$ cat config.mk
export PLATFORM = sky130hd
export DESIGN_NAME = array_extremes_and_duplicates_unit
export DESIGN_NICKNAME = d
export VERILOG_FILES = /design/src/hw/rtl/aedu_pkg.sv /design/src/hw/rtl/aedu_ram.sv /design/src/hw/rtl/aedu_front.sv /design/src/hw/rtl/aedu_queue.sv /design/src/hw/rtl/aedu_back.sv /design/src/hw/rtl/array_extremes_and_duplicates_unit.sv
export SDC_FILE = /design/constraint.sdc
export NUM_CORES = 1
export LEC_CHECK = 0
export BUFFER_PORTS_ARGS = -buffer_cell sky130_fd_sc_hd__buf_4
export CAP_MARGIN = 20
export CORE_UTILIZATION = 45
export CTS_BUF_LIST = sky130_fd_sc_hd__clkbuf_16
export CTS_CLUSTER_DIAMETER = 120
export CTS_CLUSTER_SIZE = 40
export DETAILED_ROUTE_END_ITERATION = 8
export GPL_TIMING_DRIVEN = 0
export PLACE_DENSITY = 0.72
export SYNTH_ARGS = -nofsm -noshare
export SYNTH_HDL_FRONTEND = slang
export SYNTH_SLANG_ARGS = --single-unit
$ cat constraint.sdc
create_clock -name i_clk -period 10.85 [get_ports i_clk]
set_input_delay 2.17 -clock i_clk [delete_from_list [all_inputs] [get_ports i_clk]]
set_output_delay 2.17 -clock i_clk [all_outputs]
set_load 0.05 [all_outputs]
$ cat src/hw/rtl/aedu_pkg.sv
// Shared types and constants of the array extremes and duplicates unit.
// No dependencies; every other RTL file except aedu_ram refers to it by scoped names.
package aedu_pkg;

    // Store size and derived widths.
    localparam int unsigned MAX_ELEMENTS = 16;
    localparam int unsigned ELEM_W       = 32;
    localparam int unsigned ADDR_W       = $clog2(MAX_ELEMENTS);
    localparam int unsigned COUNT_W      = $clog2(MAX_ELEMENTS + 1);

    // Set descriptor queue between the front and back parts (power of two depth).
    localparam int unsigned QUEUE_DEPTH  = 2;
    localparam int unsigned QPTR_W       = $clog2(QUEUE_DEPTH);
    localparam int unsigned QLEVEL_W     = $clog2(QUEUE_DEPTH + 1);

    // Result kind codes.
    typedef enum logic [2:0] {
        KIND_STORED    = 3'd0,
        KIND_REVERSED  = 3'd1,
        KIND_MAXIMUM   = 3'd2,
        KIND_MINIMUM   = 3'd3,
        KIND_DUPLICATE = 3'd4
    } t_kind;

    // Element store write request from the front part.
    typedef struct packed {
        logic              en;
        logic [ADDR_W-1:0] addr;
        logic [ELEM_W-1:0] data;
    } t_ram_wr;

    // One closed set: number of stored elements and its overflow mark.
    typedef struct packed {
        logic [COUNT_W-1:0] count;
        logic               overflow;
    } t_set_desc;

    typedef struct packed {
        logic      push;
        t_set_desc desc;
    } t_queue_push;

    typedef struct packed {
        logic      valid;
        t_set_desc desc;
    } t_queue_head;

    // Back part sequencer states.
    typedef enum logic [11:0] {
        ST_IDLE   = 12'h001,
        ST_FWD_RD = 12'h002,
        ST_FWD_EV = 12'h004,
        ST_REV_RD = 12'h008,
        ST_REV_EV = 12'h010,
        ST_MAX    = 12'h020,
        ST_MIN    = 12'h040,
        ST_DA_RD  = 12'h080,
        ST_DA_EV  = 12'h100,
        ST_DB_RD  = 12'h200,
        ST_DB_EV  = 12'h400,
        ST_FLUSH  = 12'h800
    } t_back_state;

endpackage

$ cat src/hw/rtl/aedu_ram.sv
// Generic single-write, single-read RAM with a registered read port.
// No dependencies.
module aedu_ram #(
    parameter int unsigned DATA_W = 32,
    parameter int unsigned DEPTH  = 16
) (
    input  logic                                      i_clk,
    input  logic                                      i_wr_en,
    input  logic [((DEPTH > 1) ? $clog2(DEPTH) : 1)-1:0] i_wr_addr,
    input  logic [DATA_W-1:0]                         i_wr_data,
    input  logic                                      i_rd_en,
    input  logic [((DEPTH > 1) ? $clog2(DEPTH) : 1)-1:0] i_rd_addr,
    output logic [DATA_W-1:0]                         o_rd_data
);

    logic [DATA_W-1:0] r_mem [DEPTH];
    logic [DATA_W-1:0] r_rd_data;

    // Write port and registered read port; read data holds between reads.
    always_ff @(posedge i_clk) begin
        if (i_wr_en) begin
            r_mem[i_wr_addr] <= i_wr_data;
        end
        if (i_rd_en) begin
            r_rd_data <= r_mem[i_rd_addr];
        end
    end

    assign o_rd_data = r_rd_data;

endmodule

$ cat src/hw/rtl/aedu_front.sv
// Front part: accepts elements, writes them to the store, closes sets.
// Depends on aedu_pkg.
module aedu_front (
    input  logic                               i_clk,
    input  logic                               i_rst_n,
    input  logic                               i_valid,
    output logic                               o_stall,
    input  logic signed [aedu_pkg::ELEM_W-1:0] i_element,
    input  logic                               i_end_of_set,
    input  logic                               i_set_done,
    output aedu_pkg::t_ram_wr                  o_ram_wr,
    output aedu_pkg::t_queue_push              o_queue_push
);

    logic [aedu_pkg::COUNT_W-1:0] r_count;
    logic [aedu_pkg::COUNT_W-1:0] n_count;
    logic                         r_ovf;
    logic                         n_ovf;
    logic                         r_pending;
    logic                         n_pending;
    logic                         accept;
    logic                         has_room;

    // A closed set owns the store until the back part has read it all.
    assign o_stall  = r_pending;
    assign accept   = i_valid && !r_pending;
    assign has_room = r_count < aedu_pkg::COUNT_W'(aedu_pkg::MAX_ELEMENTS);

    // Store the element or mark the overflow; close the set on its last transaction.
    always_comb begin
        n_count      = r_count;
        n_ovf        = r_ovf;
        n_pending    = r_pending;
        o_ram_wr     = '0;
        o_queue_push = '0;
        if (accept) begin
            if (has_room) begin
                o_ram_wr.en   = 1'b1;
                o_ram_wr.addr = r_count[aedu_pkg::ADDR_W-1:0];
                o_ram_wr.data = i_element;
                n_count       = r_count + aedu_pkg::COUNT_W'(1);
            end else begin
                n_ovf = 1'b1;
            end
            if (i_end_of_set) begin
                o_queue_push.push           = 1'b1;
                o_queue_push.desc.count     = n_count;
                o_queue_push.desc.overflow  = n_ovf;
                n_count   = '0;
                n_ovf     = 1'b0;
                n_pending = 1'b1;
            end
        end
        if (i_set_done) begin
            n_pending = 1'b0;
        end
    end

    always_ff @(posedge i_clk) begin
        if (!i_rst_n) begin
            r_count   <= '0;
            r_ovf     <= 1'b0;
            r_pending <= 1'b0;
        end else begin
            r_count   <= n_count;
            r_ovf     <= n_ovf;
            r_pending <= n_pending;
        end
    end

endmodule

$ cat src/hw/rtl/aedu_queue.sv
// Short queue of closed set descriptors between the front and back parts.
// Depends on aedu_pkg.
module aedu_queue (
    input  logic                  i_clk,
    input  logic                  i_rst_n,
    input  aedu_pkg::t_queue_push i_push,
    input  logic                  i_pop,
    output aedu_pkg::t_queue_head o_head
);

    aedu_pkg::t_set_desc           r_entry [aedu_pkg::QUEUE_DEPTH];
    logic [aedu_pkg::QPTR_W-1:0]   r_wr_ptr;
    logic [aedu_pkg::QPTR_W-1:0]   r_rd_ptr;
    logic [aedu_pkg::QLEVEL_W-1:0] r_level;
    logic [aedu_pkg::QLEVEL_W-1:0] n_level;

    assign o_head.valid = (r_level != '0);
    assign o_head.desc  = r_entry[r_rd_ptr];

    // Fill level follows pushes and pops.
    always_comb begin
        case ({i_push.push, i_pop})
            2'b10:   n_level = r_level + aedu_pkg::QLEVEL_W'(1);
            2'b01:   n_level = r_level - aedu_pkg::QLEVEL_W'(1);
            default: n_level = r_level;
        endcase
    end

    // Descriptor storage needs no reset.
    always_ff @(posedge i_clk) begin
        if (i_push.push) begin
            r_entry[r_wr_ptr] <= i_push.desc;
        end
    end

    always_ff @(posedge i_clk) begin
        if (!i_rst_n) begin
            r_wr_ptr <= '0;
            r_rd_ptr <= '0;
            r_level  <= '0;
        end else begin
            if (i_push.push) begin
                r_wr_ptr <= r_wr_ptr + aedu_pkg::QPTR_W'(1);
            end
            if (i_pop) begin
                r_rd_ptr <= r_rd_ptr + aedu_pkg::QPTR_W'(1);
            end
            r_level <= n_level;
        end
    end

endmodule

$ cat src/hw/rtl/aedu_back.sv
// Back part: walks a closed set in the store and produces its results.
// Depends on aedu_pkg; reads the store through the RAM's registered port.
module aedu_back (
    input  logic                                i_clk,
    input  logic                                i_rst_n,
    input  aedu_pkg::t_queue_head               i_head,
    output logic                                o_pop,
    output logic                                o_rd_en,
    output logic [aedu_pkg::ADDR_W-1:0]         o_rd_addr,
    input  logic [aedu_pkg::ELEM_W-1:0]         i_rd_data,
    output logic                                o_set_done,
    output logic                                o_valid,
    input  logic                                i_stall,
    output logic [2:0]                          o_kind,
    output logic signed [aedu_pkg::ELEM_W-1:0]  o_value,
    output logic                                o_final_result,
    output logic                                o_overflowed
);

    aedu_pkg::t_back_state        r_state;
    aedu_pkg::t_back_state        n_state;
    logic [aedu_pkg::COUNT_W-1:0] r_n;
    logic [aedu_pkg::COUNT_W-1:0] n_n;
    logic                         r_ovf;
    logic                         n_ovf;
    logic [aedu_pkg::COUNT_W-1:0] r_k;
    logic [aedu_pkg::COUNT_W-1:0] n_k;
    logic [aedu_pkg::COUNT_W-1:0] r_m;
    logic [aedu_pkg::COUNT_W-1:0] n_m;
    logic [aedu_pkg::ELEM_W-1:0]  r_a;
    logic [aedu_pkg::ELEM_W-1:0]  n_a;
    logic signed [aedu_pkg::ELEM_W-1:0] r_max;
    logic signed [aedu_pkg::ELEM_W-1:0] n_max;
    logic signed [aedu_pkg::ELEM_W-1:0] r_min;
    logic signed [aedu_pkg::ELEM_W-1:0] n_min;

    // One-result holding stage, so the last result can be marked final.
    logic                         r_hold_vld;
    logic                         n_hold_vld;
    aedu_pkg::t_kind              r_hold_kind;
    aedu_pkg::t_kind              n_hold_kind;
    logic [aedu_pkg::ELEM_W-1:0]  r_hold_value;
    logic [aedu_pkg::ELEM_W-1:0]  n_hold_value;

    // Output register.
    logic                         r_out_vld;
    logic                         n_out_vld;
    aedu_pkg::t_kind              r_out_kind;
    aedu_pkg::t_kind              n_out_kind;
    logic [aedu_pkg::ELEM_W-1:0]  r_out_value;
    logic [aedu_pkg::ELEM_W-1:0]  n_out_value;
    logic                         r_out_final;
    logic                         n_out_final;
    logic                         r_out_ovf;
    logic                         n_out_ovf;

    logic                         out_free;
    logic                         can_push;
    logic                         push;
    aedu_pkg::t_kind              push_kind;
    logic [aedu_pkg::ELEM_W-1:0]  push_value;
    logic                         flush_move;
    logic [aedu_pkg::COUNT_W-1:0] last_idx;
    logic signed [aedu_pkg::ELEM_W-1:0] rd_val;

    assign out_free = !r_out_vld || !i_stall;
    assign can_push = !r_hold_vld || out_free;
    assign last_idx = r_n - aedu_pkg::COUNT_W'(1);
    assign rd_val   = $signed(i_rd_data);

    // Sequencer: stored order with min/max tracking, reversed order,
    // extremes, then the pairwise duplicate scan.
    always_comb begin
        n_state    = r_state;
        n_n        = r_n;
        n_ovf      = r_ovf;
        n_k        = r_k;
        n_m        = r_m;
        n_a        = r_a;
        n_max      = r_max;
        n_min      = r_min;
        push       = 1'b0;
        push_kind  = aedu_pkg::KIND_STORED;
        push_value = '0;
        flush_move = 1'b0;
        o_pop      = 1'b0;
        o_rd_en    = 1'b0;
        o_rd_addr  = r_k[aedu_pkg::ADDR_W-1:0];
        o_set_done = 1'b0;
        case (r_state)
            aedu_pkg::ST_IDLE: begin
                if (i_head.valid) begin
                    o_pop   = 1'b1;
                    n_n     = i_head.desc.count;
                    n_ovf   = i_head.desc.overflow;
                    n_k     = '0;
                    n_state = aedu_pkg::ST_FWD_RD;
                end
            end
            aedu_pkg::ST_FWD_RD: begin
                o_rd_en = 1'b1;
                n_state = aedu_pkg::ST_FWD_EV;
            end
            aedu_pkg::ST_FWD_EV: begin
                if (can_push) begin
                    push       = 1'b1;
                    push_kind  = aedu_pkg::KIND_STORED;
                    push_value = i_rd_data;
                    if ((r_k == '0) || (rd_val > r_max)) begin
                        n_max = rd_val;
                    end
                    if ((r_k == '0) || (rd_val < r_min)) begin
                        n_min = rd_val;
                    end
                    if (r_k == last_idx) begin
                        n_state = aedu_pkg::ST_REV_RD;
                    end else begin
                        n_k     = r_k + aedu_pkg::COUNT_W'(1);
                        n_state = aedu_pkg::ST_FWD_RD;
                    end
                end
            end
            aedu_pkg::ST_REV_RD: begin
                o_rd_en = 1'b1;
                n_state = aedu_pkg::ST_REV_EV;
            end
            aedu_pkg::ST_REV_EV: begin
                if (can_push) begin
                    push       = 1'b1;
                    push_kind  = aedu_pkg::KIND_REVERSED;
                    push_value = i_rd_data;
                    if (r_k == '0) begin
                        n_state = aedu_pkg::ST_MAX;
                    end else begin
                        n_k     = r_k - aedu_pkg::COUNT_W'(1);
                        n_state = aedu_pkg::ST_REV_RD;
                    end
                end
            end
            aedu_pkg::ST_MAX: begin
                if (can_push) begin
                    push       = 1'b1;
                    push_kind  = aedu_pkg::KIND_MAXIMUM;
                    push_value = r_max;
                    n_state    = aedu_pkg::ST_MIN;
                end
            end
            aedu_pkg::ST_MIN: begin
                if (can_push) begin
                    push       = 1'b1;
                    push_kind  = aedu_pkg::KIND_MINIMUM;
                    push_value = r_min;
                    n_k        = '0;
                    n_state    = aedu_pkg::ST_DA_RD;
                end
            end
            aedu_pkg::ST_DA_RD: begin
                // The last position has no later partner: the scan is over and
                // the store is released to the front part.
                if (r_k == last_idx) begin
                    o_set_done = 1'b1;
                    n_state    = aedu_pkg::ST_FLUSH;
                end else begin
                    o_rd_en = 1'b1;
                    n_state = aedu_pkg::ST_DA_EV;
                end
            end
            aedu_pkg::ST_DA_EV: begin
                n_a     = i_rd_data;
                n_m     = r_k + aedu_pkg::COUNT_W'(1);
                n_state = aedu_pkg::ST_DB_RD;
            end
            aedu_pkg::ST_DB_RD: begin
                o_rd_en   = 1'b1;
                o_rd_addr = r_m[aedu_pkg::ADDR_W-1:0];
                n_state   = aedu_pkg::ST_DB_EV;
            end
            aedu_pkg::ST_DB_EV: begin
                // A match reports position k once and moves on to the next k.
                if (i_rd_data == r_a) begin
                    if (can_push) begin
                        push       = 1'b1;
                        push_kind  = aedu_pkg::KIND_DUPLICATE;
                        push_value = r_a;
                        n_k        = r_k + aedu_pkg::COUNT_W'(1);
                        n_state    = aedu_pkg::ST_DA_RD;
                    end
                end else if (r_m == last_idx) begin
                    n_k     = r_k + aedu_pkg::COUNT_W'(1);
                    n_state = aedu_pkg::ST_DA_RD;
                end else begin
                    n_m     = r_m + aedu_pkg::COUNT_W'(1);
                    n_state = aedu_pkg::ST_DB_RD;
                end
            end
            aedu_pkg::ST_FLUSH: begin
                if (out_free) begin
                    flush_move = 1'b1;
                    n_state    = aedu_pkg::ST_IDLE;
                end
            end
            default: begin
                n_state = aedu_pkg::ST_IDLE;
            end
        endcase
    end

    // Holding stage and output register movement.
    always_comb begin
        n_hold_vld   = r_hold_vld;
        n_hold_kind  = r_hold_kind;
        n_hold_value = r_hold_value;
        n_out_vld    = r_out_vld && i_stall;
        n_out_kind   = r_out_kind;
        n_out_value  = r_out_value;
        n_out_final  = r_out_final;
        n_out_ovf    = r_out_ovf;
        if (push) begin
            if (r_hold_vld) begin
                n_out_vld   = 1'b1;
                n_out_kind  = r_hold_kind;
                n_out_value = r_hold_value;
                n_out_final = 1'b0;
                n_out_ovf   = r_ovf;
            end
            n_hold_vld   = 1'b1;
            n_hold_kind  = push_kind;
            n_hold_value = push_value;
        end
        if (flush_move) begin
            n_out_vld   = 1'b1;
            n_out_kind  = r_hold_kind;
            n_out_value = r_hold_value;
            n_out_final = 1'b1;
            n_out_ovf   = r_ovf;
            n_hold_vld  = 1'b0;
        end
    end

    // Payload registers.
    always_ff @(posedge i_clk) begin
        r_n          <= n_n;
        r_ovf        <= n_ovf;
        r_k          <= n_k;
        r_m          <= n_m;
        r_a          <= n_a;
        r_max        <= n_max;
        r_min        <= n_min;
        r_hold_kind  <= n_hold_kind;
        r_hold_value <= n_hold_value;
        r_out_kind   <= n_out_kind;
        r_out_value  <= n_out_value;
        r_out_final  <= n_out_final;
        r_out_ovf    <= n_out_ovf;
    end

    // Control registers.
    always_ff @(posedge i_clk) begin
        if (!i_rst_n) begin
            r_state    <= aedu_pkg::ST_IDLE;
            r_hold_vld <= 1'b0;
            r_out_vld  <= 1'b0;
        end else begin
            r_state    <= n_state;
            r_hold_vld <= n_hold_vld;
            r_out_vld  <= n_out_vld;
        end
    end

    assign o_valid        = r_out_vld;
    assign o_kind         = r_out_kind;
    assign o_value        = $signed(r_out_value);
    assign o_final_result = r_out_final;
    assign o_overflowed   = r_out_ovf;

endmodule

$ cat src/hw/rtl/array_extremes_and_duplicates_unit.sv
// Loading: one element per cycle while o_stall is low; the last element of a set raises o_stall,
// which stays high until the duplicate scan of that set ends; the store has a single read port
// (a read state and an evaluate state per visited element). Each result passes through a
// holding stage and then the output register, so the last one can be marked final. Synchronous
// active-low reset clears all control state; store contents are not cleared.
module array_extremes_and_duplicates_unit (
    input  logic                               i_clk,
    input  logic                               i_rst_n,
    input  logic                               i_valid,
    output logic                               o_stall,
    input  logic signed [aedu_pkg::ELEM_W-1:0] i_element,
    input  logic                               i_end_of_set,
    output logic                               o_valid,
    input  logic                               i_stall,
    output logic [2:0]                         o_kind,
    output logic signed [aedu_pkg::ELEM_W-1:0] o_value,
    output logic                               o_final_result,
    output logic                               o_overflowed
);

    aedu_pkg::t_ram_wr             ram_wr;
    aedu_pkg::t_queue_push         queue_push;
    aedu_pkg::t_queue_head         queue_head;
    logic                          queue_pop;
    logic                          set_done;
    logic                          rd_en;
    logic [aedu_pkg::ADDR_W-1:0]   rd_addr;
    logic [aedu_pkg::ELEM_W-1:0]   rd_data;

    // Front part: element intake.
    aedu_front u_front (
        .i_clk        (i_clk),
        .i_rst_n      (i_rst_n),
        .i_valid      (i_valid),
        .o_stall      (o_stall),
        .i_element    (i_element),
        .i_end_of_set (i_end_of_set),
        .i_set_done   (set_done),
        .o_ram_wr     (ram_wr),
        .o_queue_push (queue_push)
    );

    // Element store.
    aedu_ram #(
        .DATA_W (aedu_pkg::ELEM_W),
        .DEPTH  (aedu_pkg::MAX_ELEMENTS)
    ) u_store (
        .i_clk     (i_clk),
        .i_wr_en   (ram_wr.en),
        .i_wr_addr (ram_wr.addr),
        .i_wr_data (ram_wr.data),
        .i_rd_en   (rd_en),
        .i_rd_addr (rd_addr),
        .o_rd_data (rd_data)
    );

    // Closed set queue.
    aedu_queue u_queue (
        .i_clk   (i_clk),
        .i_rst_n (i_rst_n),
        .i_push  (queue_push),
        .i_pop   (queue_pop),
        .o_head  (queue_head)
    );

    // Back part: result generation.
    aedu_back u_back (
        .i_clk          (i_clk),
        .i_rst_n        (i_rst_n),
        .i_head         (queue_head),
        .o_pop          (queue_pop),
        .o_rd_en        (rd_en),
        .o_rd_addr      (rd_addr),
        .i_rd_data      (rd_data),
        .o_set_done     (set_done),
        .o_valid        (o_valid),
        .i_stall        (i_stall),
        .o_kind         (o_kind),
        .o_value        (o_value),
        .o_final_result (o_final_result),
        .o_overflowed   (o_overflowed)
    );

endmodule

## Yosys cells after proc, flatten, opt, wreduce, memory -nomap -nowiden

Memories as Yosys holds them, arrays and structs flattened. A register that Yosys moved wholly into a read port is not among the register bits.
Index checks and enable logic that the tools add are counted.

- Register bits: 203
- Memory bits (writable): 524
- Input bits: 37
- Output and inout bits: 39
- Word-level logic and storage cells: 169
- Memories kept: 2

- $add $sub $neg: 9
- $lt $le $gt $ge: 3
- Equal/unequal tests: 29
- Multiplexer cells: 74
- Bitwise logic cells: 1
- Reduce and logical (&&, ||, !) cells: 31

Memory list:

| name | words | width | rd ports | clocked after memory_dff | wr ports | line | source |
|---|---|---|---|---|---|---|---|
| u_store.r_mem | 16 | 32 | 1 | 1 | 1 | aedu_ram.sv:16 | `logic [DATA_W-1:0] r_mem [DEPTH];` |
| u_queue.r_entry | 2 | 6 | 1 | 1 | 1 | aedu_queue.sv:11 | `aedu_pkg::t_set_desc r_entry [aedu_pkg::QUEUE_DEPTH];` |

Operator list:

| cell | count |
|---|---|
| 2-to-1 mux 32 bit | 8 |
| one-hot mux 12 bit (12 select lines) | 1 |
| one-hot mux 32 bit (4 select lines) | 1 |
| 2-to-1 mux 12 bit | 8 |
| 2-to-1 mux 37 bit | 2 |
| 2-to-1 mux 5 bit | 13 |
| equality test 32 bit | 1 |
| greater-than comparator 32 bit | 1 |
| < comparator 32 bit | 1 |
| one-hot mux 5 bit (5 select lines) | 1 |
| 2-to-1 mux 1 bit | 22 |
| adder 5 x 1 -> 5 bit, second input constant | 3 |
| 2-to-1 mux 3 bit | 5 |
| 2-to-1 mux 7 bit | 2 |
| equality test 12 x 1 -> 1 bit, second input constant | 1 |
| equality test 12 x 10 -> 1 bit, second input constant | 1 |
| equality test 12 x 11 -> 1 bit, second input constant | 1 |
| equality test 12 bit, second input constant | 1 |
| equality test 12 x 2 -> 1 bit, second input constant | 1 |
| equality test 12 x 3 -> 1 bit, second input constant | 1 |
| equality test 12 x 4 -> 1 bit, second input constant | 1 |
| equality test 12 x 5 -> 1 bit, second input constant | 1 |
| equality test 12 x 6 -> 1 bit, second input constant | 1 |
| equality test 12 x 7 -> 1 bit, second input constant | 1 |
| 36 further kinds | 68 |

## Logic depth before layout (Yosys ltp)

- Depth in word-level cells: 8
- Mapped depth: 12
- Mapped depth without buffers: 10

## By module

Synthesis repeated with hierarchy kept, for this count alone.

- Cells, all modules: 1751
- Area, all modules: 31191.2 um^2

Modules (own cells, without submodules):

| module | instances | cells an instance | area each (um^2) | seq. area each (um^2) |
|---|---|---|---|---|
| aedu_ram | 1 | 838 | 20156.8 | 16335.7 |
| aedu_back | 1 | 776 | 9704.3 | 5795.6 |
| aedu_front | 1 | 97 | 688.2 | 140.1 |
| aedu_queue | 1 | 40 | 641.9 | 460.4 |

## Worst setup path after synthesis

Ideal clock, no wire load.

- Path kind: input -> register
- Start point: input port i_stall
- End point: register u_back.r_max[0] (netlist bit) (enable)
- Library setup time: 0.595 ns
- Data arrival time: 7.378 ns
- Required time: 10.255 ns
- Slack: 2.877 ns
- Cell stages on the path: 3
- Buffers on the path: 0
- Path through: nand2_1 -> nor2_1 -> a2111oi_0

- Word-level cells in the longest chain between the ends: 4

RTL lines:

| element | line | source |
|---|---|---|
| from (decl) | array_extremes_and_duplicates_unit.sv:14 | `input logic i_stall,` |
| zero test 1 bit | aedu_back.sv:66 | `assign out_free = !r_out_vld \|\| !i_stall;` |
| logical OR 1 bit | aedu_back.sv:66 |  |
| logical OR 1 bit | aedu_back.sv:67 | `assign can_push = !r_hold_vld \|\| out_free;` |
| AND reduction 3 bit (no source line) | - |  |
| to (signal assigned) | aedu_back.sv:247 | `r_max <= n_max;` |
| to (decl) | aedu_back.sv:32 | `logic signed [aedu_pkg::ELEM_W-1:0] r_max;` |

Every way passes these cells.
A chain may end at the register's enable or synchronous reset.

## Final worst setup path

- Start point: register u_back.r_state[2]
- End point: register u_store.r_rd_data[0], in the netlist u_store.o_rd_data[0], read port of u_store.r_mem (data pin)

- Word-level cells in the longest chain between the ends: 3
- Elaborated cells on any way between the ends: 7
- Those cells by class: eq/ne: 4; mux: 2; reduce/logical: 1

RTL lines:

| element | line | source |
|---|---|---|
| from (decl) | aedu_back.sv:20 | `aedu_pkg::t_back_state r_state;` |
| from (signal assigned) | aedu_back.sv:260 | `r_state <= aedu_pkg::ST_IDLE;` |
| from (signal assigned) | aedu_back.sv:264 | `r_state <= n_state;` |
| equality test 12 x 2 -> 1 bit, or another cell as far along | aedu_back.sv:90 | `case (r_state)` |
| OR reduction 3 bit (no source line) | - |  |
| one-hot mux 1 bit (2 select lines) | aedu_back.sv:90 |  |
| to (decl) | aedu_ram.sv:17 | `logic [DATA_W-1:0] r_rd_data;` |

Parallel ways exist; a longest one is shown, timed or not.

==> results.yml <==
status:
  run_status: "complete, no violations"
detailed_routing:
  ant_nets: 0
  drt_wl_total_mm: 81.69
  routed_via_density: 5.924
  first_pass_iters: 9
  drtIter0Drc: 3193
  route.vias.total: 20410
  drc: 0
  wl_per_cell_um: 23.71
power_and_ir_drop:
  ir_worst_vdd_mv: 0.1280
  clkPwrFrac_pct: 18.2
  power_density_nw_per_um2: 195.7
  p_sw_share_pct: 35.90
  pwr-share-comb_pct: 31.8
  switchingPower_uw: 2440
  p_int_uw: 4358
  cellLeakagePower_uw: 0.01211
  seq_power_share_pct: 50.0
grt:
  grt_max_degree: 42
  grt_pass1_vias: 19990
  grt_pass1_wl_mm: 121.0
  grt.total_usage_pct: 22.59
  antenna_found_initial: 3
  grt_overflow_total: 0
layout:
  n_fill_cell: 5725
  nets: 2614
  drive_gt1_share_pct: 9.471
  area_growth_syn_to_layout_pct: 9.663
timing:
  period_minus_slack_ns: 4.414
  fin_crit_sh_pct: 40.68
  finalSetupTns_ns: 0
  hold_viol: 0
  rsz0062_at_grt: "false"
  finalSetupViolCount: 0
  clock_skew_ns: 0.02745
  drv_slew: 0
  fin_hold_ws_ns: 0.4287
  max_slew.worst_pin.slew_ns: 1.140
  fmax_mhz: 226.6
  slew_headroom_pct: 23.99
yosys:
  synth_cell_type_count: 61
  synthFlopType: "edfxtp_1"
  synth_edf_count: 739
  synth_common_cells: "739 x edfxtp_1, 526 x nand2_1, 232 x a21oi_1"
  syn_area_per_cell_um2: 13.35
  syn_inst: 2372
  async_flop_share_pct: 0
  synth_seq_cells: 765
  synth_fp_nets: 2480
  synthesis.area_um2: 31670
  yosys_warnings: 0
  synth.largest_area_cell: "edfxtp_1"
  yosysTopAreaCellShare_pct: 70.06
  yosysSeqAreaShare_pct: 71.71
  synth.most_common_cell: "edfxtp_1"
  synth.top_cells.by_area: "edfxtp_1 70%, nand2_1 6.2%, a21oi_1 3.7%"
clocking:
  clkSlewWorstSetupHoldPaths_ns: 0.14
  cts_buffers: 23
  cts.sinks: 765
  cts_resized: 0
  htree_levels: 1
  cts_tree: "built"
  holdBufCountCts: 0
  cts_setup_buffers: 0
  cts_max_path_buffers: 3
  cts_root_buf: "clkbuf_16"
  clk-insertion-delay-late_ns: 0.61
run:
  drv_cap: 0
floorplanning:
  pin_count: 76
  core_region_area_um2: 69070
  rows: 96
  die_h_um: 267.3
  die-area_um2: 71450
  die_w_um: 267.3
  start_util_pct: 45.86
setup_path:
  rr_endpoint: "u_store.o_rd_data[0]"
  r2r_slack_ns: 6.44
  path_max_fanout: 10
  cp.required_ns: 11.12
  crit-reg2reg-launch: "u_back.r_state[2]"
  cp-start-kind: "flop"
  path_class: "flop to flop"
  cp-end-kind: "flop"
  arrival_ns: 4.69
  critPathLaunch: "u_back.r_state[2]"
  rr_worst_depth: 10
placement:
  place_congestion: 0.8933
  numPortBuffers: 74
  place_hpwl_mm: 56.78
min_path:
  hp-class: "flop to flop"
  min_to: "u_back.o_value[20]"
  hold_start: "u_back.r_hold_value[20]"
  whs_path_depth: 0
-- cell families after synthesis --
| group | after synthesis | synth area share [%] |
|---|---|---|
| buffers and inverters | 203 | 2.742 |
| flip-flops | 765 | 71.71 |
| multiplexers | 49 | 1.596 |
| AND/OR/NAND/NOR | 836 | 11.76 |
| AO/OA/AOI/OAI | 388 | 7.731 |
| adder cells (fa/ha/maj) | 71 | 2.805 |
| XOR/XNOR | 60 | 1.659 |
-- power by group through the flow --
stage               logic [uW]  clock network, uW  registers (uW)
finish                    2160               1240            3400
global route              2280               1340            3410
CTS                       2100               1250            3400
detailed placement        2090                  0            3460
global placement          2020                  0            3460
floorplan                 1260                  0            3450
-- layer usage --
| layer | track usage [%] | vias up | wire length [um] |
|---|---|---|---|
| li1 | - | 9041 | - |
| met2 | 38.46 | 1170 | 39710 |
| met4 | 7.735 | 0 | 2973 |
| met5 | 0 | - | 0 |
| met1 | 29.72 | 10010 | 31550 |
| met3 | 3.053 | 182 | 7455 |
-- critical path, cell delays in order, from the launching register on --
cell and delay (ns):
dfxtp_1 0.32, clkbuf_1 0.20, or3_1 0.48, nor4_4 0.39
nand4b_4 0.26, mux2i_1 0.36, nor2_1 0.42, clkbuf_1 0.89
nand3_1 0.22, nand4_1 0.22, o311ai_1 0.32
-- registers in the layout, summed over array words and instances (netlist names), 2 cells and up --
signal	count
u_back.o_kind	3
u_back.o_value	32
u_back.r_a	32
u_back.r_hold_kind	3
u_back.r_hold_value	32
u_back.r_k	5
u_back.r_m	5
u_back.r_max	32
u_back.r_min	32
u_back.r_n	5
u_back.r_state	12
u_front.r_count	5
u_queue.r_entry	12
u_queue.r_level	2
u_store.o_rd_data	32
u_store.r_mem	512
-- metrics by stage --
stage	area, um^2	worst slack [ns]	utilization, %	total power (uW)	std cells
finish	34730	6.436	50.29	6798	3445
global route	34730	6.400	50.29	7029	3444
CTS	34730	6.607	50.28	6749	3443
detailed placement	34060	6.034	49.32	5552	3411
global placement	33390	-1.209	48.35	5485	3377
floorplan	31670	2.877	-	4708	2372
-- how the worst max path moves through the flow --
stage | cells after the start | end | slack [ns]
after floorplan | 3 | u_back.r_max[0] | 2.88
after global placement | 4 | u_back.r_max[11] | -1.21
after detailed placement | 7 | u_queue.r_level[1] | 6.03
after CTS | 10 | u_store.o_rd_data[0] | 6.61
after global routing | 10 | u_store.o_rd_data[0] | 6.40
final | 10 | u_store.o_rd_data[0] | 6.44
-- cell type report --
cell class | count | area (um^2) | share of cell area (%)
Multi-Input combinational cell | 1404 | 8224 | 23.68
Tap cell | 931 | 1165 | 3.354
Inverter | 74 | 277.8 | 0.7997
Sequential cell | 765 | 22710 | 65.39
Timing Repair Buffer | 109 | 1100 | 3.166
Buffer | 129 | 590.6 | 1.700
Antenna cell | 1 | 2.502 | 0.007205
Clock buffer | 24 | 600.6 | 1.729
Clock inverter | 8 | 61.31 | 0.1765
-- layout by cell type (no fill, tap or decap), types with 4 or more instances in the layout --
| cell | netlist | final |
|---|---|---|
| edfxtp_1 | 739 | 739 |
| nand2_1 | 526 | 526 |
| a21oi_1 | 232 | 231 |
| nand3_1 | 89 | 89 |
| buf_4 | 2 | 82 |
| inv_1 | 73 | 79 |
| ha_1 | 71 | 71 |
| clkbuf_1 | 63 | 63 |
| buf_2 | 55 | 55 |
| nor2_1 | 65 | 53 |
| nand4_1 | 46 | 46 |
| xor2_1 | 45 | 45 |
| mux2i_1 | 39 | 39 |
| and3_1 | 37 | 37 |
| a32oi_1 | 33 | 33 |
| a222oi_1 | 32 | 32 |
| o311ai_1 | 32 | 32 |
| dfxtp_1 | 26 | 26 |
| clkbuf_16 | 0 | 24 |
| o21ai_0 | 23 | 23 |
| buf_6 | 4 | 15 |
| xnor2_1 | 15 | 15 |
| nor3_1 | 16 | 12 |
| nor2_4 | 0 | 12 |
| nor4_1 | 11 | 11 |
| mux2_2 | 9 | 9 |
| buf_12 | 0 | 8 |
| nand2b_1 | 7 | 7 |
| a211oi_1 | 7 | 7 |
| buf_16 | 0 | 6 |
| nor2b_1 | 5 | 5 |
| buf_1 | 5 | 5 |
| nand3b_1 | 5 | 5 |
| a21o_1 | 5 | 5 |
| and2_1 | 5 | 4 |
| nor3_2 | 0 | 4 |
No activity file was read; power rests on OpenSTA's default activity.
